### config.mk
export PLATFORM = sky130hd
export DESIGN_NAME = rgb_to_hsl_pixel
export DESIGN_NICKNAME = d
export VERILOG_FILES = /design/src/hw/rtl/rgbhsl_pkg.sv /design/src/hw/rtl/rgbhsl_front.sv /design/src/hw/rtl/rgbhsl_div.sv /design/src/hw/rtl/rgb_to_hsl_pixel.sv
export SDC_FILE = /design/constraint.sdc
export NUM_CORES = 1
export LEC_CHECK = 0
export BUFFER_PORTS_ARGS = -buffer_cell sky130_fd_sc_hd__clkbuf_2
export CELL_PAD_IN_SITES_DETAIL_PLACEMENT = 1
export CELL_PAD_IN_SITES_GLOBAL_PLACEMENT = 2
export CORE_AREA = 2 2 339 257
export CTS_CLUSTER_SIZE = 30
export DETAILED_ROUTE_END_ITERATION = 8
export DIE_AREA = 0 0 341 259
export PLACE_DENSITY = 0.75
export SYNTH_ARGS = -nofsm -noshare
export SYNTH_HDL_FRONTEND = slang
export SYNTH_SLANG_ARGS = --single-unit
### constraint.sdc
create_clock -name i_clk -period 6.15 [get_ports i_clk]
set_input_delay 0.615 -clock i_clk [delete_from_list [all_inputs] [get_ports i_clk]]
set_output_delay 0.615 -clock i_clk [all_outputs]
set_load 0.02 [all_outputs]
### src/hw/rtl/rgbhsl_pkg.sv
`timescale 1ns / 1ps
// ----------------------------------------------------------------------------
// RGB to HSL package
// Shared widths, fixed-point constants, transfer types and the restoring
// division step used by the RGB to HSL pixel pipeline.
// ----------------------------------------------------------------------------
package rgbhsl_pkg;

    localparam int FRACTION_BITS = 4;
    localparam int SCALE         = 1 << FRACTION_BITS;

    localparam int CH_W    = 8;
    localparam int CH_MAX  = 255;
    localparam int SUM_W   = CH_W + 1;
    localparam int XH_W    = CH_W + 3;

    localparam int HUE_W   = 13;
    localparam int SAT_W   = 11;
    localparam int LIGHT_W = 11;

    localparam int PCT_FULL   = 100 * SCALE;
    localparam int HUE_SECTOR = 60 * SCALE;
    localparam int HUE_FULL   = 360 * SCALE;

    // Every dividend is below 2^QUO_W times its divisor, so the upper
    // dividend bits always start as a remainder smaller than the divisor.
    localparam int QUO_W      = $clog2(HUE_FULL);
    localparam int NUM_W      = QUO_W + CH_W;
    localparam int DIV_STEP   = 2;
    localparam int DIV_STAGES = (QUO_W + DIV_STEP - 1) / DIV_STEP;

    // Lightness divides by twice the channel maximum through a rounded-up
    // reciprocal; the shift keeps the error below one unit of the result.
    localparam int          LIGHT_DEN    = 2 * CH_MAX;
    localparam int          LIGHT_SHIFT  = 25 + FRACTION_BITS;
    localparam int          LIGHT_PROD_W = LIGHT_SHIFT + LIGHT_W;
    localparam logic [63:0] LIGHT_RECIP  =
        ((64'd1 << LIGHT_SHIFT) + 64'(LIGHT_DEN - 1)) / 64'(LIGHT_DEN);
    localparam logic [63:0] LIGHT_FACTOR = LIGHT_RECIP * 64'(PCT_FULL);

    typedef struct packed {
        logic [CH_W-1:0] red;
        logic [CH_W-1:0] green;
        logic [CH_W-1:0] blue;
    } t_pixel_in;

    typedef struct packed {
        logic [HUE_W-1:0]   hue_deg;
        logic [SAT_W-1:0]   saturation_pct;
        logic [LIGHT_W-1:0] lightness_pct;
    } t_pixel_out;

    typedef struct packed {
        logic [NUM_W-1:0]   hue_num;
        logic [CH_W-1:0]    hue_dvs;
        logic [NUM_W-1:0]   sat_num;
        logic [CH_W-1:0]    sat_dvs;
        logic [LIGHT_W-1:0] light;
    } t_work;

    typedef struct packed {
        logic [CH_W-1:0]  rem;
        logic [QUO_W-1:0] rest;
    } t_div_lane;

    // One restoring step: the next dividend bit enters the remainder and
    // the quotient bit fills the vacated position at the bottom.
    function automatic t_div_lane div_step(t_div_lane cur, logic [CH_W-1:0] dvs);
        logic [CH_W:0] trial;
        logic [CH_W:0] diff;
        t_div_lane     nxt;
        trial = {cur.rem, cur.rest[QUO_W-1]};
        diff  = trial - {1'b0, dvs};
        if (trial >= {1'b0, dvs}) begin
            nxt.rem  = diff[CH_W-1:0];
            nxt.rest = {cur.rest[QUO_W-2:0], 1'b1};
        end else begin
            nxt.rem  = trial[CH_W-1:0];
            nxt.rest = {cur.rest[QUO_W-2:0], 1'b0};
        end
        return nxt;
    endfunction

endpackage

### src/hw/rtl/rgbhsl_front.sv
`timescale 1ns / 1ps
// ----------------------------------------------------------------------------
// RGB to HSL front end
// Three pipeline stages: input capture, channel extremes and differences,
// then dividends, divisors and lightness for the division pipeline.
// ----------------------------------------------------------------------------
module rgbhsl_front
    import rgbhsl_pkg::*;
(
    input  logic      i_clk,
    input  logic      i_rst_n,
    input  logic      i_valid,
    output logic      o_stall,
    input  t_pixel_in i_pixel,
    output logic      o_valid,
    input  logic      i_stall,
    output t_work     o_work
);

    typedef enum logic [1:0] {
        SEL_RED   = 2'd0,
        SEL_GREEN = 2'd1,
        SEL_BLUE  = 2'd2
    } t_max_sel;

    logic      r_v1;
    t_pixel_in r_pix;

    logic                   r_v2;
    logic [CH_W-1:0]        r_d;
    logic [SUM_W-1:0]       r_sum;
    t_max_sel               r_sel;
    logic signed [CH_W:0]   r_diff;

    logic  r_v3;
    t_work r_work;

    logic st1;
    logic st2;
    logic st3;

    logic [CH_W-1:0]      mx;
    logic [CH_W-1:0]      mn;
    logic [CH_W-1:0]      lo_rg;
    logic [CH_W-1:0]      n_d;
    logic [SUM_W-1:0]     n_sum;
    t_max_sel             n_sel;
    logic signed [CH_W:0] n_diff;

    logic [XH_W-1:0]         xh;
    logic [XH_W-1:0]         d_x;
    logic [SUM_W-1:0]        den_full;
    logic [LIGHT_PROD_W-1:0] light_prod;
    logic                    grey;
    t_work                   n_work;

    assign st3     = r_v3 && i_stall;
    assign st2     = r_v2 && st3;
    assign st1     = r_v1 && st2;
    assign o_stall = st1;
    assign o_valid = r_v3;
    assign o_work  = r_work;

    always_comb begin
        if (r_pix.red >= r_pix.green && r_pix.red >= r_pix.blue) begin
            n_sel  = SEL_RED;
            mx     = r_pix.red;
            n_diff = $signed({1'b0, r_pix.green}) - $signed({1'b0, r_pix.blue});
        end else if (r_pix.green >= r_pix.blue) begin
            n_sel  = SEL_GREEN;
            mx     = r_pix.green;
            n_diff = $signed({1'b0, r_pix.blue}) - $signed({1'b0, r_pix.red});
        end else begin
            n_sel  = SEL_BLUE;
            mx     = r_pix.blue;
            n_diff = $signed({1'b0, r_pix.red}) - $signed({1'b0, r_pix.green});
        end
        lo_rg = (r_pix.red < r_pix.green) ? r_pix.red : r_pix.green;
        mn    = (r_pix.blue < lo_rg) ? r_pix.blue : lo_rg;
        n_d   = mx - mn;
        n_sum = SUM_W'(mx) + SUM_W'(mn);
    end

    always_comb begin
        d_x = XH_W'(r_d);
        case (r_sel)
            SEL_RED: begin
                if (r_diff[CH_W]) begin
                    xh = XH_W'(r_diff) + (d_x << 2) + (d_x << 1);
                end else begin
                    xh = XH_W'(r_diff);
                end
            end
            SEL_GREEN: xh = (d_x << 1) + XH_W'(r_diff);
            SEL_BLUE:  xh = (d_x << 2) + XH_W'(r_diff);
            default:   xh = '0;
        endcase

        den_full = (r_sum < SUM_W'(CH_MAX)) ? r_sum : SUM_W'(LIGHT_DEN) - r_sum;
        grey     = (r_d == '0);

        light_prod = LIGHT_PROD_W'(r_sum) * LIGHT_PROD_W'(LIGHT_FACTOR);

        n_work.hue_num = grey ? '0 : NUM_W'(xh) * NUM_W'(HUE_SECTOR);
        n_work.hue_dvs = grey ? CH_W'(1) : r_d;
        n_work.sat_num = grey ? '0 : NUM_W'(r_d) * NUM_W'(PCT_FULL);
        n_work.sat_dvs = grey ? CH_W'(1) : den_full[CH_W-1:0];
        n_work.light   = light_prod[LIGHT_SHIFT +: LIGHT_W];
    end

    always_ff @(posedge i_clk) begin
        if (!i_rst_n) begin
            r_v1 <= 1'b0;
            r_v2 <= 1'b0;
            r_v3 <= 1'b0;
        end else begin
            if (!st1) begin
                r_v1 <= i_valid;
            end
            if (!st2) begin
                r_v2 <= r_v1;
            end
            if (!st3) begin
                r_v3 <= r_v2;
            end
        end
    end

    always_ff @(posedge i_clk) begin
        if (!st1) begin
            r_pix <= i_pixel;
        end
        if (!st2) begin
            r_d    <= n_d;
            r_sum  <= n_sum;
            r_sel  <= n_sel;
            r_diff <= n_diff;
        end
        if (!st3) begin
            r_work <= n_work;
        end
    end

endmodule

### src/hw/rtl/rgbhsl_div.sv
`timescale 1ns / 1ps
// ----------------------------------------------------------------------------
// RGB to HSL division pipeline
// Hue and saturation quotients by restoring division, two quotient bits per
// stage and one in the last, with lightness and valid bits carried alongside.
// ----------------------------------------------------------------------------
module rgbhsl_div
    import rgbhsl_pkg::*;
(
    input  logic       i_clk,
    input  logic       i_rst_n,
    input  logic       i_valid,
    output logic       o_stall,
    input  t_work      i_work,
    output logic       o_valid,
    input  logic       i_stall,
    output t_pixel_out o_result
);

    logic [DIV_STAGES-1:0] r_v;
    t_div_lane             r_hue     [DIV_STAGES];
    t_div_lane             r_sat     [DIV_STAGES];
    logic [CH_W-1:0]       r_hue_dvs [DIV_STAGES];
    logic [CH_W-1:0]       r_sat_dvs [DIV_STAGES];
    logic [LIGHT_W-1:0]    r_light   [DIV_STAGES];

    logic [DIV_STAGES-1:0] stall;
    logic [DIV_STAGES-1:0] src_v;
    t_div_lane             src_hue     [DIV_STAGES];
    t_div_lane             src_sat     [DIV_STAGES];
    logic [CH_W-1:0]       src_hue_dvs [DIV_STAGES];
    logic [CH_W-1:0]       src_sat_dvs [DIV_STAGES];
    logic [LIGHT_W-1:0]    src_light   [DIV_STAGES];
    t_div_lane             n_hue       [DIV_STAGES];
    t_div_lane             n_sat       [DIV_STAGES];

    always_comb begin
        stall[DIV_STAGES-1] = r_v[DIV_STAGES-1] && i_stall;
        for (int s = DIV_STAGES - 2; s >= 0; s--) begin
            stall[s] = r_v[s] && stall[s+1];
        end
    end

    assign o_stall = stall[0];
    assign o_valid = r_v[DIV_STAGES-1];

    always_comb begin
        src_v[0]            = i_valid;
        src_hue[0].rem      = i_work.hue_num[NUM_W-1 -: CH_W];
        src_hue[0].rest     = i_work.hue_num[QUO_W-1:0];
        src_sat[0].rem      = i_work.sat_num[NUM_W-1 -: CH_W];
        src_sat[0].rest     = i_work.sat_num[QUO_W-1:0];
        src_hue_dvs[0]      = i_work.hue_dvs;
        src_sat_dvs[0]      = i_work.sat_dvs;
        src_light[0]        = i_work.light;
        for (int s = 1; s < DIV_STAGES; s++) begin
            src_v[s]       = r_v[s-1];
            src_hue[s]     = r_hue[s-1];
            src_sat[s]     = r_sat[s-1];
            src_hue_dvs[s] = r_hue_dvs[s-1];
            src_sat_dvs[s] = r_sat_dvs[s-1];
            src_light[s]   = r_light[s-1];
        end
    end

    always_comb begin
        for (int s = 0; s < DIV_STAGES; s++) begin
            n_hue[s] = src_hue[s];
            n_sat[s] = src_sat[s];
            for (int j = 0; j < DIV_STEP; j++) begin
                if (s * DIV_STEP + j < QUO_W) begin
                    n_hue[s] = div_step(n_hue[s], src_hue_dvs[s]);
                    n_sat[s] = div_step(n_sat[s], src_sat_dvs[s]);
                end
            end
        end
    end

    always_ff @(posedge i_clk) begin
        if (!i_rst_n) begin
            r_v <= '0;
        end else begin
            for (int s = 0; s < DIV_STAGES; s++) begin
                if (!stall[s]) begin
                    r_v[s] <= src_v[s];
                end
            end
        end
    end

    always_ff @(posedge i_clk) begin
        for (int s = 0; s < DIV_STAGES; s++) begin
            if (!stall[s]) begin
                r_hue[s]     <= n_hue[s];
                r_sat[s]     <= n_sat[s];
                r_hue_dvs[s] <= src_hue_dvs[s];
                r_sat_dvs[s] <= src_sat_dvs[s];
                r_light[s]   <= src_light[s];
            end
        end
    end

    assign o_result.hue_deg        = HUE_W'(r_hue[DIV_STAGES-1].rest);
    assign o_result.saturation_pct = SAT_W'(r_sat[DIV_STAGES-1].rest);
    assign o_result.lightness_pct  = r_light[DIV_STAGES-1];

endmodule

### src/hw/rtl/rgb_to_hsl_pixel.sv
`timescale 1ns / 1ps
// ----------------------------------------------------------------------------
// RGB to HSL pixel converter
// Converts one 8-bit RGB pixel per clock, when not stalled, into hue,
// saturation and lightness in fixed point with four fraction bits, truncated.
// ----------------------------------------------------------------------------
// Usage:
// The input channel carries one pixel per transfer on i_pixel, qualified by
// i_valid and held back by o_stall. The output channel carries one result
// per pixel on o_pixel, qualified by o_valid and held back by i_stall.
// A pixel's result passes through the front end, the division pipeline and
// the output register before it is offered on o_pixel. A new pixel may be
// transferred on every cycle in which o_stall is low, so throughput is one
// pixel per clock without stalls; the hue and saturation quotients come
// from a seven-stage division pipeline resolving up to two bits per stage.
// Synchronous reset empties every stage; results start again with the
// first pixel transferred after reset.
// When the receiver stalls, the held result stays on o_pixel and earlier
// stages keep filling empty slots; o_stall rises only once every stage
// holding a pixel is blocked, and nothing is lost or repeated.
// ----------------------------------------------------------------------------
module rgb_to_hsl_pixel
    import rgbhsl_pkg::*;
(
    input  logic       i_clk,
    input  logic       i_rst_n,
    input  logic       i_valid,
    output logic       o_stall,
    input  t_pixel_in  i_pixel,
    output logic       o_valid,
    input  logic       i_stall,
    output t_pixel_out o_pixel
);

    logic       front_valid;
    logic       front_stall;
    t_work      front_work;
    logic       div_valid;
    t_pixel_out div_result;
    logic       out_stall;

    logic       r_out_v;
    t_pixel_out r_out;

    rgbhsl_front u_front (
        .i_clk   (i_clk),
        .i_rst_n (i_rst_n),
        .i_valid (i_valid),
        .o_stall (o_stall),
        .i_pixel (i_pixel),
        .o_valid (front_valid),
        .i_stall (front_stall),
        .o_work  (front_work)
    );

    rgbhsl_div u_div (
        .i_clk    (i_clk),
        .i_rst_n  (i_rst_n),
        .i_valid  (front_valid),
        .o_stall  (front_stall),
        .i_work   (front_work),
        .o_valid  (div_valid),
        .i_stall  (out_stall),
        .o_result (div_result)
    );

    assign out_stall = r_out_v && i_stall;

    always_ff @(posedge i_clk) begin
        if (!i_rst_n) begin
            r_out_v <= 1'b0;
        end else if (!out_stall) begin
            r_out_v <= div_valid;
        end
    end

    always_ff @(posedge i_clk) begin
        if (!out_stall) begin
            r_out <= div_result;
        end
    end

    assign o_valid = r_out_v;
    assign o_pixel = r_out;

`ifndef SYNTHESIS
    a_out_range: assert property (@(posedge i_clk) disable iff (!i_rst_n)
        o_valid |-> (o_pixel.hue_deg < HUE_W'(HUE_FULL)) &&
                    (o_pixel.saturation_pct <= SAT_W'(PCT_FULL)) &&
                    (o_pixel.lightness_pct <= LIGHT_W'(PCT_FULL)))
        else $error("result field out of range");

    a_grey_hue: assert property (@(posedge i_clk) disable iff (!i_rst_n)
        (o_valid && o_pixel.saturation_pct == '0) |-> (o_pixel.hue_deg == '0))
        else $error("grey pixel with non-zero hue");

    a_stall_source: assert property (@(posedge i_clk) disable iff (!i_rst_n)
        o_stall |-> (o_valid && i_stall))
        else $error("input stalled without a stalled output");

    a_reset_empty: assert property (@(posedge i_clk) disable iff (!i_rst_n)
        $past(!i_rst_n) |-> !o_valid)
        else $error("result offered straight after reset");
`endif

endmodule

Word-level counts from Yosys, hierarchy flattened
Memory sizes are Yosys's and may differ from the RTL's. A register that Yosys moved wholly into a read port is not among the register bits.
Index checks and enable logic that the tools add are counted.
{ "totals": {"register_bits": 124, "ramBits": 483, "in_bits": 28, "word_cells": 161, "mem_count": 5} }
{ "classes": {"addsub": 35, "multipliers": 3, "magnitude_cmp": 32, "eq_ne": 2, "muxes": 43, "n_reduce_logical": 17} }
{ "mem_list": {"columns": ["name", "depth", "word_bits", "read_ports", "rd_ports_with_merged_regs", "write_ports", "line", "source"], "rows": [
  ["u_div.r_hue", 7, 21, 7, 1, 7, "rgbhsl_div.sv:21", "t_div_lane r_hue [DIV_STAGES];"],
  ["u_div.r_sat", 7, 21, 7, 1, 7, "rgbhsl_div.sv:22", "t_div_lane r_sat [DIV_STAGES];"],
  ["u_div.r_light", 7, 11, 7, 1, 7, "rgbhsl_div.sv:25", "logic [LIGHT_W-1:0] r_light [DIV_STAGES];"],
  ["u_div.r_hue_dvs", 7, 8, 6, 0, 7, "rgbhsl_div.sv:23", "logic [CH_W-1:0] r_hue_dvs [DIV_STAGES];"],
  ["u_div.r_sat_dvs", 7, 8, 6, 0, 7, "rgbhsl_div.sv:24", "logic [CH_W-1:0] r_sat_dvs [DIV_STAGES];"]
]} }
{ "ops": {"columns": ["operator", "count"], "rows": [
  ["21-bit two-way mux", 26],
  ["9-bit by 8-bit greater-or-equal comparator with 1-bit output", 25],
  ["8-bit subtractor", 27],
  ["8-bit two-way mux", 5],
  ["9-bit by 25-bit multiplier with 34-bit output, second input constant", 1],
  ["11-bit one-hot mux with 3 select lines", 1],
  ["8-bit by 8-bit subtractor with 9-bit output", 3],
  ["8-bit greater-or-equal comparator", 3],
  ["9-bit two-way mux", 2],
  ["8-bit < comparator", 2],
  ["11-bit by 4-bit multiplier with 15-bit output, second input constant", 1],
  ["8-bit by 5-bit multiplier with 13-bit output, second input constant", 1],
  ["1-bit logical AND", 12],
  ["10-bit by 9-bit adder with 11-bit output", 1],
  ["11-bit by 10-bit adder with 11-bit output", 1],
  ["11-bit by 9-bit adder with 11-bit output", 1],
  ["11-bit two-way mux", 1],
  ["8-bit by 8-bit adder with 9-bit output", 1],
  ["9-bit by 8-bit < comparator with 1-bit output, second input constant", 1],
  ["7-bit by 8-bit greater-or-equal comparator with 1-bit output", 1],
  ["8-bit zero test", 1],
  ["8-bit subtractor, first input constant", 1],
  ["1-bit two-way mux", 7],
  ["1-bit zero test", 3],
  ["other kinds (4)", 4]
]} }

Longest topological paths before layout
Gate-level depths: netlist of the first run.
{ "depth": {"ltp_word": 11, "ltp_mapped": 29, "depth_no_buf": 28} }

By module
A second synthesis of the first run with hierarchy kept.
{ "unflattened": {"cells_unflattened": 3246, "area_unflattened_um2": 37248.2} }
{ "by_module_without_submodules": {"columns": ["mod", "n_inst", "cells_per_inst", "area_per_inst_um2"], "rows": [
  ["rgbhsl_div", 1, 1953, 24155.7],
  ["rgbhsl_front", 1, 1254, 12004.0],
  ["rgb_to_hsl_pixel", 1, 39, 1088.5]
]} }

Worst setup path before layout of the first run
OpenSTA, ideal clock, no wires.
{ "synth_path": {"path_kind": "reg2reg", "startpoint": "reg u_front.r_pix[9] in the netlist's numbering", "endpoint": "reg u_front.r_sum[6], data pin", "setup_ns": 0.258, "arrival_ns": 5.204, "slack_ns": 0.688, "path_stages_with_launch": 29, "n_path_buf": 1, "period_less_slack_ns": 5.462, "cell_sequence": "edfxtp_1 inv_1 ha_1 nor2b_1 o21ai_0 a21boi_1 o211ai_1 a31oi_1 nor2_1 mux2i_1 ha_1 a21o_1 a21o_1 a21oi_1 nand2_1 a31oi_1 nor2_1 buf_2 a41oi_1 ha_1 inv_1 fa_1 nor2_1 o21ai_0 a21oi_1 nor2_1 nor2_1 nor2_1 xnor2_1"} }
{ "synth_between": {"elab_chain_cells": 5, "elab_cells_between_ends": 10, "classes_between": "1 x add/sub; 4 x order compare; 4 x mux; 1 x reduce/logical"} }
{ "synth_rtl": {"columns": ["item", "line", "source"], "rows": [
  ["start: declaration", "rgbhsl_front.sv:27", "t_pixel_in r_pix;"],
  ["start signal: assignment", "rgbhsl_front.sv:131", "r_pix <= i_pixel;"],
  ["8-bit < comparator", "rgbhsl_front.sv:78", "lo_rg = (r_pix.red < r_pix.green) ? r_pix.red : r_pix.green;"],
  ["8-bit two-way mux", "rgbhsl_front.sv:78", null],
  ["8-bit < comparator", "rgbhsl_front.sv:79", "mn = (r_pix.blue < lo_rg) ? r_pix.blue : lo_rg;"],
  ["8-bit two-way mux", "rgbhsl_front.sv:79", null],
  ["8-bit by 8-bit adder with 9-bit output (*)", "rgbhsl_front.sv:81", "n_sum = SUM_W'(mx) + SUM_W'(mn);"],
  ["via u_front.n_sum[6]", "rgbhsl_front.sv:46", "logic [SUM_W-1:0] n_sum;"],
  ["end signal: assignment", "rgbhsl_front.sv:135", "r_sum <= n_sum;"],
  ["end: declaration", "rgbhsl_front.sv:31", "logic [SUM_W-1:0] r_sum;"]
]} }
Mark *: on every way through the listed nets, which the timed path passes. The rest lies on a longest branch.
A chain may end at the register's enable or synchronous reset.

Worst setup path after layout of the first run
{ "layout_path": {"startpoint": "reg u_front.r_pix[9] in the netlist's numbering", "endpoint": "reg u_front.r_sum[8], data pin"} }
The elaborated chain is that of the path after synthesis.

==> impl_summary.md, run 1 <==
Job
Across the run, the number of max-cap violations was 0.

Global routing
The pin count of the biggest net entering global routing is 65. The first-pass GRT wire length is 126000 microns. The number of antenna violations at the first check in global routing is 0. The via count of the first global-routing pass is 23.7k. The total grt overflow is 0. Global routing used 17.4% of the available tracks across all layers.

Drt
In this run the remaining antenna-violating nets after routing total 0. The DRC violations left is 0. The DRC marker count from the first detailed-route iteration is 968. The final layout contains routed wiring with a total length of 76400 microns. Summing over every cut layer, the via total after detailed routing is 22.0k. The number of optimization iterations in the first detailed-route pass is 5.

After detailed routing, the number of vias per cell comes to 5.16. After detailed routing, the average wire length per cell comes to 17.9 microns.

STA
Setup repair after global routing could not meet its margin everywhere. The final critical-path required period is 5700 ps. The final number of max-transition violations is 0. The maximum clock frequency is 175 MHz.

Measured against its own limit, the worst slew margin works out to 23.3%. For the final database, setup skew stands at 41.3 ps. The number of hold-slack violations in the final timing report is 0. The final cycle utilization of the critical path is 92.7%. Setup violations remaining at the end of the flow were counted as 0.

The worst hold-check slack is 176 ps. In the final timing run, aggregate negative setup slack is 0 ps. The pin slew with the least headroom to its limit is 1150 ps.

Synth
By area the synthesized netlist is led by sky130_fd_sc_hd__edfxtp_1 (45%), sky130_fd_sc_hd__ha_1 (15%), sky130_fd_sc_hd__fa_1 (4.3%). Counting flops and latches in the post-synthesis netlist gives 522. For this run, asynchronously set or reset flops after synthesis account for 0%. Synthesis produced a netlist whose cell count is 2954. In this run the biggest area consumer among cell types represents 45.5% of the synthesized area. The net count of the mapped netlist is 3458. Sequential elements use 46.1% of the synthesized area.

In the synthesized netlist the dominant register cell turns out to be sky130_fd_sc_hd__edfxtp_1. The synthesized design spends more area on one cell type than any other, namely sky130_fd_sc_hd__edfxtp_1. After synthesis the cells add up to 33800 sq um. Counting flops with a built-in enable in the synthesized netlist gives 511. Yosys printed 0 warnings. The synthesized area per cell is 11.4 sq um. The count of unique library cells instantiated by Yosys is 78.

Run status
The run finished with clean final reports.

Die
Measured along the y axis, the die boundary spans 259 microns. In this run the count of I/O pins placed on the die edge is 65. Row generation in the floorplan step produced 93 rows. The die area is 88300 sq um. The core region is 85100 sq um. Once the floorplan was initialized, standard cells occupied 39.7% of the core. The die is 341 microns wide.

Worst setup path
The master of the slowest instance on the critical path is sky130_fd_sc_hd__edfxtp_1. The data required time at the worst endpoint is 6630 ps. The startpoint identified for the worst register-to-register timing path is u_front.r_pix[9].

Of all nets on the critical path, the largest fanout is 6. On the worst path, the slowest cell contributes a delay of 430 ps. For the worst flop-to-flop path, the logic depth is 28. STA puts the critical path data arrival time at 6180 ps. The critical path capture point type is a register. In this design, the critical path's most frequently occurring cell is sky130_fd_sc_hd__nor2_1.

The worst setup path is launched from a register. Setup slack on the worst reg-to-reg path comes out at 450 ps. The end of the worst register-to-register path is u_front.r_sum[8]. The worst setup path is of the register to register kind.

Hold path
The type of the most critical hold path is input pin to register. The hold path startpoint is i_pixel[0]. The path with the worst hold slack has its endpoint at u_front.r_pix[0]. Counting instances, the worst hold path has a depth of 1.

Clock tree
CTS placed an instance of sky130_fd_sc_hd__clkbuf_16 at the clock tree root. The CTS buffer count is 56. The clock-pin transition on the worst setup and hold timing paths is 60 ps. The number of buffers between clock root and the deepest sink is 3.

For the worst-skew pair, the clock arrives at the later sink with an insertion delay of 650 ps. The clock tree from TritonCTS is yes. The H-tree generated during clock tree synthesis spans 2 levels. The clock drives 522 sinks.

Place
The sum of net half-perimeters after detailed placement is 60500 microns. Port buffering added 64 buffers. The final RePlAce weighted congestion is 0.862.

Layout
The post-route netlist has 11.3% of its cells at a drive strength greater than 1. Measured on the finished design, the core utilization comes to 44.1%. The area added between synthesis and finish is 11.0%. After the last flow step, the layout net total stands at 3576. 0 antenna diodes ended up in the layout.
## worst max path at each step
stage	startpoint	to	slack [ps]	depth (start not counted)
floorplan	u_front.r_pix[9]	u_front.r_sum[6]	690	28
global placement	u_front.r_pix[9]	u_front.r_sum[6]	440	26
detailed placement	u_front.r_pix[9]	u_front.r_sum[8]	90	27
CTS	u_front.r_pix[9]	u_front.r_sum[8]	40	27
global route	u_front.r_pix[9]	u_front.r_sum[7]	-30	27
finish	u_front.r_pix[9]	u_front.r_sum[8]	450	28
## stage by stage
step	cell area [sq um]	setup slack, ps	instances
2_1_floorplan	33800	688	2954
6_report	37500	447	4259
4_1_cts	37400	36.3	4255
5_1_grt	37500	-28.7	4259
3_3_place_gp	35600	438	4150
3_5_place_dp	35600	86.0	4150
## layout by cell type (no fill, tap or decap), types with 13 or more instances in the layout
master                      instances
sky130_fd_sc_hd__a211oi_1          17
sky130_fd_sc_hd__xor2_1            49
sky130_fd_sc_hd__o21bai_1          39
sky130_fd_sc_hd__nor2_1           198
sky130_fd_sc_hd__a31oi_1           13
sky130_fd_sc_hd__nand3_1           30
sky130_fd_sc_hd__nand2b_1          32
sky130_fd_sc_hd__o21ai_0          137
sky130_fd_sc_hd__a21oi_1          200
sky130_fd_sc_hd__nor3_1            39
sky130_fd_sc_hd__nand2_1          109
sky130_fd_sc_hd__mux2i_1           50
sky130_fd_sc_hd__fa_1              73
sky130_fd_sc_hd__xnor2_1          134
sky130_fd_sc_hd__a21boi_0          18
sky130_fd_sc_hd__and2_1            22
sky130_fd_sc_hd__a21o_1            42
sky130_fd_sc_hd__ha_1             403
sky130_fd_sc_hd__clkbuf_16         56
sky130_fd_sc_hd__mux2_2           122
sky130_fd_sc_hd__nor2b_1           69
sky130_fd_sc_hd__o21a_1            36
sky130_fd_sc_hd__and3_1            17
sky130_fd_sc_hd__inv_1            374
sky130_fd_sc_hd__buf_4             26
sky130_fd_sc_hd__nand4_1           32
sky130_fd_sc_hd__or2_2             15
sky130_fd_sc_hd__edfxtp_1         511
sky130_fd_sc_hd__clkbuf_2          64
## Yosys cell counts, types with 15 or more instances
library cell	count
sky130_fd_sc_hd__nor2b_1	69
sky130_fd_sc_hd__nand3_1	31
sky130_fd_sc_hd__ha_1	403
sky130_fd_sc_hd__inv_1	378
sky130_fd_sc_hd__edfxtp_1	511
sky130_fd_sc_hd__a21boi_0	18
sky130_fd_sc_hd__nor3_1	39
sky130_fd_sc_hd__nor2_1	199
sky130_fd_sc_hd__o21ai_0	138
sky130_fd_sc_hd__xnor2_1	134
sky130_fd_sc_hd__o21a_1	36
sky130_fd_sc_hd__mux2i_1	50
sky130_fd_sc_hd__nand2b_1	32
sky130_fd_sc_hd__o21bai_1	39
sky130_fd_sc_hd__fa_1	73
sky130_fd_sc_hd__nand4_1	32
sky130_fd_sc_hd__and2_1	22
sky130_fd_sc_hd__clkbuf_1	22
sky130_fd_sc_hd__and3_1	17
sky130_fd_sc_hd__xor2_1	49
sky130_fd_sc_hd__a21oi_1	200
sky130_fd_sc_hd__a211oi_1	18
sky130_fd_sc_hd__mux2_2	122
sky130_fd_sc_hd__a21o_1	42
sky130_fd_sc_hd__nand2_1	112
sky130_fd_sc_hd__or2_2	15
## area by class of cell
| cell class | count | area [sq um] |
|---|---|---|
| timing repair buffer | 90 | 515 |
| inverter | 379 | 1420 |
| clock inverter | 43 | 437 |
| multi-input combinational | 2023 | 16700 |
| tap | 1140 | 1430 |
| fill | 9138 | 47600 |
| sequential | 522 | 15600 |
| clock buffer | 62 | 1420 |
## cells by family after synthesis
group           synth area share, %
compound gates                 11.0
xor+xnor                       4.75
mux                            5.60
flops                          46.1
fa+ha+maj                      19.3
simple gates                   8.66
buf+inv                        4.58
## state kept, by name (all words and copies together), names as in the netlist, 9 cells and up
signal           count
u_front.r_diff       9
u_front.r_pix       24
u_front.r_sum        9
u_div.r_sat         94
u_div.r_sat_dvs     46
u_div.r_hue_dvs     44
o_pixel             35
u_front.o_work      52
u_div.r_hue        112
u_div.r_light       77
## per-layer routing
| metal | global-route usage (%) | vias to the layer above | share of wire [%] | wire length (microns) |
|---|---|---|---|---|
| met4 | 3.98 | 0 | 1.8 | 1410 |
| met1 | 24.4 | 10800 | 49 | 37800 |
| met3 | 2.16 | 98 | 2.8 | 2120 |
| met5 | 0 | - | 0 | 0 |
| li1 | - | 10800 | - | - |
| met2 | 28.8 | 211 | 46 | 35100 |
## timing repair
action	4_1_cts	5_1_grt
setup endpoints to repair	0	12
resized for setup	0	6
hold buffers	0	0
buffers inserted	0	4
## critical path: cells and delay by family, from the launching register on
kind / cells / cell delay (ps)
compound gates: 12 / 2200
fa+ha+maj: 4 / 1210
simple gates: 8 / 980
flops: 1 / 430
mux: 1 / 380
buf+inv: 3 / 360
Power of run 1 is not shown: default switching activity piles up to over one toggle a cycle in this logic, so the estimate is an artifact.
==> run 2, diff against run 1 <==
--- a/config.mk
+++ b/config.mk
@@ -9,10 +9,11 @@
 export CELL_PAD_IN_SITES_DETAIL_PLACEMENT = 1
 export CELL_PAD_IN_SITES_GLOBAL_PLACEMENT = 2
 export CORE_AREA = 2 2 339 257
+export CTS_BUF_LIST = sky130_fd_sc_hd__clkbuf_4 sky130_fd_sc_hd__clkbuf_8
 export CTS_CLUSTER_SIZE = 30
 export DETAILED_ROUTE_END_ITERATION = 8
 export DIE_AREA = 0 0 341 259
-export PLACE_DENSITY = 0.75
+export PLACE_DENSITY = 0.77
 export SYNTH_ARGS = -nofsm -noshare
 export SYNTH_HDL_FRONTEND = slang
 export SYNTH_SLANG_ARGS = --single-unit
==> run 2 against run 1 <==
Clock-buffer cell count up 56. Cell count up 1.3%. Critical path depth unchanged. Wire length up 1.6%. First-iteration DRC count down 13%. Via count up 0.57%. Utilization down 0.087 points. Flip-flop and latch count unchanged. Design area down 0.20%. Highest routed layer unchanged.
==> impl_summary.md, run 2 (synthesized netlist as in run 1, its figures left out) <==
Die
The number of I/O pins is 65. The initial utilization of the core area, before any placement, comes to 39.7%. The core footprint is 85100 sq um. The number of standard-cell rows in the floorplan is 93.

Measured along the x axis, the die boundary spans 341 microns. The floorplan step defined a die boundary enclosing 88300 sq um. The floorplan die height is 259 microns.

Worst setup path
STA classifies the critical path endpoint as a register. The highest fanout seen on the critical path is 7. The stage delay of the slowest cell on the critical path is 500 ps. STA classifies the critical path startpoint as a register. The largest individual stage delay along the critical path comes from the cell sky130_fd_sc_hd__edfxtp_1.

The end of the worst register-to-register path is u_front.r_sum[8]. For the worst flop-to-flop path, the logic depth is 28. The cell repeated most along the worst path is sky130_fd_sc_hd__nor2_1. The startpoint of the worst register-to-register path is u_front.r_pix[17]. The data required time at the worst endpoint is 6710 ps. The launch point of the critical path is u_front.r_pix[17].

The setup slack on the worst flop-to-flop path is 370 ps. The worst setup path is of the register to register kind. For the worst setup path, the data arrival time is 6340 ps.

Drt
The detailed router placed 22.1k vias in this run. In the final routed layout, each cell accounts on average for 18.0 microns. The detailed-route wire length is 77700 microns. The routed via count divided by cell count is 5.12.

The routed wire length on met2 is 36100 microns. The DRC violations left is 0. The DRC marker count from the first detailed-route iteration is 846. Wire segments on met3 add up to 2020 microns in the final route. The detailed router put a total of 37900 microns of wire on met1. The number of optimization iterations in the first detailed-route pass is 5. The count of nets left with antenna violations once routing finished came out at 0.

The highest layer touched by signal routing is met4.

Layout
Leaving out fill and tap cells, the most frequent cell in the layout is sky130_fd_sc_hd__edfxtp_1. Leaving out filler cells and counting taps, the final layout contains 4313. The count of nets after finishing is 3607.

The flip-flop count of the largest register, all copies and words added is 112. Of the cells placed in the final design, the portion with a size suffix greater than 1 is 12.4%. In the final layout, the registers with the most flip-flops are u_div.r_hue (112), u_div.r_sat (94), u_div.r_light (77). At the end of the flow the core is filled with cells to 44.0%.

Relative to the synthesized area, the layout overhead comes to 10.8%. The register bank with the most flops is u_div.r_hue. The top cell types in the final layout, fill and taps aside, are sky130_fd_sc_hd__edfxtp_1 (511), sky130_fd_sc_hd__ha_1 (403), sky130_fd_sc_hd__inv_1 (374).

STA
The number of hold-slack violations in the final timing report came to 0. The routed design could run at a clock period as short as 5780 ps. Setup slack on the critical path of the routed design comes to 375 ps. The final number of max-transition violations is 0. Timing would allow up to 173 MHz. Clock skew on the completed layout was measured at 39.4 ps.

Setup repair after global routing could not meet its margin everywhere. The worst pin sits at a relative slew slack of 21.3%. The final cycle utilization of the critical path is 93.9%.

Setup violations remaining at the end of the flow were counted as 0. The pin slew with the least headroom to its limit is 1180 ps.

Clock tree
The clock-pin transition on the worst setup and hold timing paths is 70 ps. The number of hold buffers added after CTS was 0. The number of H-tree levels is 3. TritonCTS built the clock tree. The sink count of the clock tree is 522. No sink is reached through more buffers than the 3 on the longest clock path. The CTS buffer count is 88. The clock network latency to the later pin of the worst-skew pair is 720 ps. The CTS root buffer is sky130_fd_sc_hd__clkbuf_8.

Global routing
The first global-routing pass estimated 129000 microns of wire. The total overflow left after global routing is 0. The pin count of the biggest net entering global routing is 65. The via count of the first global-routing pass is 24.6k. The number of antenna violations at the first check in global routing is 1.

In the global route stage, overall resource usage came out at 17.9%.

Place
Once placement completed, the tool counted placed cells totaling 4148. The final RePlAce weighted congestion is 0.867. The sum of net half-perimeters after detailed placement is 61100 microns. Input and output buffers added on the ports amount to 64. The pre-CTS worst setup slack is 260 ps.

Hold path
The hold path startpoint is i_pixel[13]. The type of the most critical hold path is input pin to register. Counting instances, the worst hold path has a depth of 1. For hold timing, the worst endpoint is u_front.r_pix[13].

Job
Across the run, the number of max-cap violations was 0.

Run status
The flow ran to the end, and the final reports show no timing, DRC or antenna violations.
[run 2: cell count changes in the layout (fill, tap and decap cells not counted), sizes merged]
cell      change
diode         +1
buf           -1
clkinvlp      -6
bufinv        -2
clkinv        +6
clkbuf       +56
[run 2: layer usage]
layer	vias up	track usage, %
li1	10900	-
met1	10800	24.0
met2	240	30.2
met3	109	2.61
met4	0	4.83
met5	-	0
[run 2: worst max path at each step]
| stage | end | slack [ps] | depth (start not counted) |
|---|---|---|---|
| after floorplan | u_front.r_sum[6] | 690 | 28 |
| final | u_front.r_sum[8] | 370 | 28 |
| after CTS | u_front.r_sum[8] | 230 | 29 |
| after detailed placement | u_front.r_sum[8] | 260 | 29 |
| after global placement | u_front.o_work[68] | 470 | 23 |
| after global routing | u_front.r_sum[8] | -30 | 28 |
[run 2: repair_timing]
action,in CTS,in global routing
setup buffers,0,5
setup endpoints to repair,0,7
resized for setup,0,7
[run 2: worst max-delay path, delay by kind of cell (launching register included)]
family	cells	cell delay, ps
flops	1	500
buf+inv	2	270
mux	1	290
simple gates	8	850
fa+ha+maj	4	1250
compound gates	13	2480
[run 2: area by class of cell]
| class | count | area, sq um |
|---|---|---|
| Clock buffer | 118 | 1460 |
| Inverter | 379 | 1420 |
| Clock inverter | 41 | 323 |
| Sequential cell | 522 | 15600 |
| Antenna cell | 1 | 2.50 |
| Multi-Input combinational cell | 2023 | 16700 |
| Timing Repair Buffer | 89 | 508 |
| Tap cell | 1140 | 1430 |
| Fill cell | 9112 | 47700 |
[run 2: stage by stage]
step                area [sq um]  TNS [ps]  hold WS (ps)
CTS                        37300         0          7.60
global placement           35600         0           403
floorplan                  33800         0           400
finish                     37400         0          79.5
detailed placement         35600         0           405
global route               37400     -26.1          26.6
Power of run 2 is left out for the same reason.
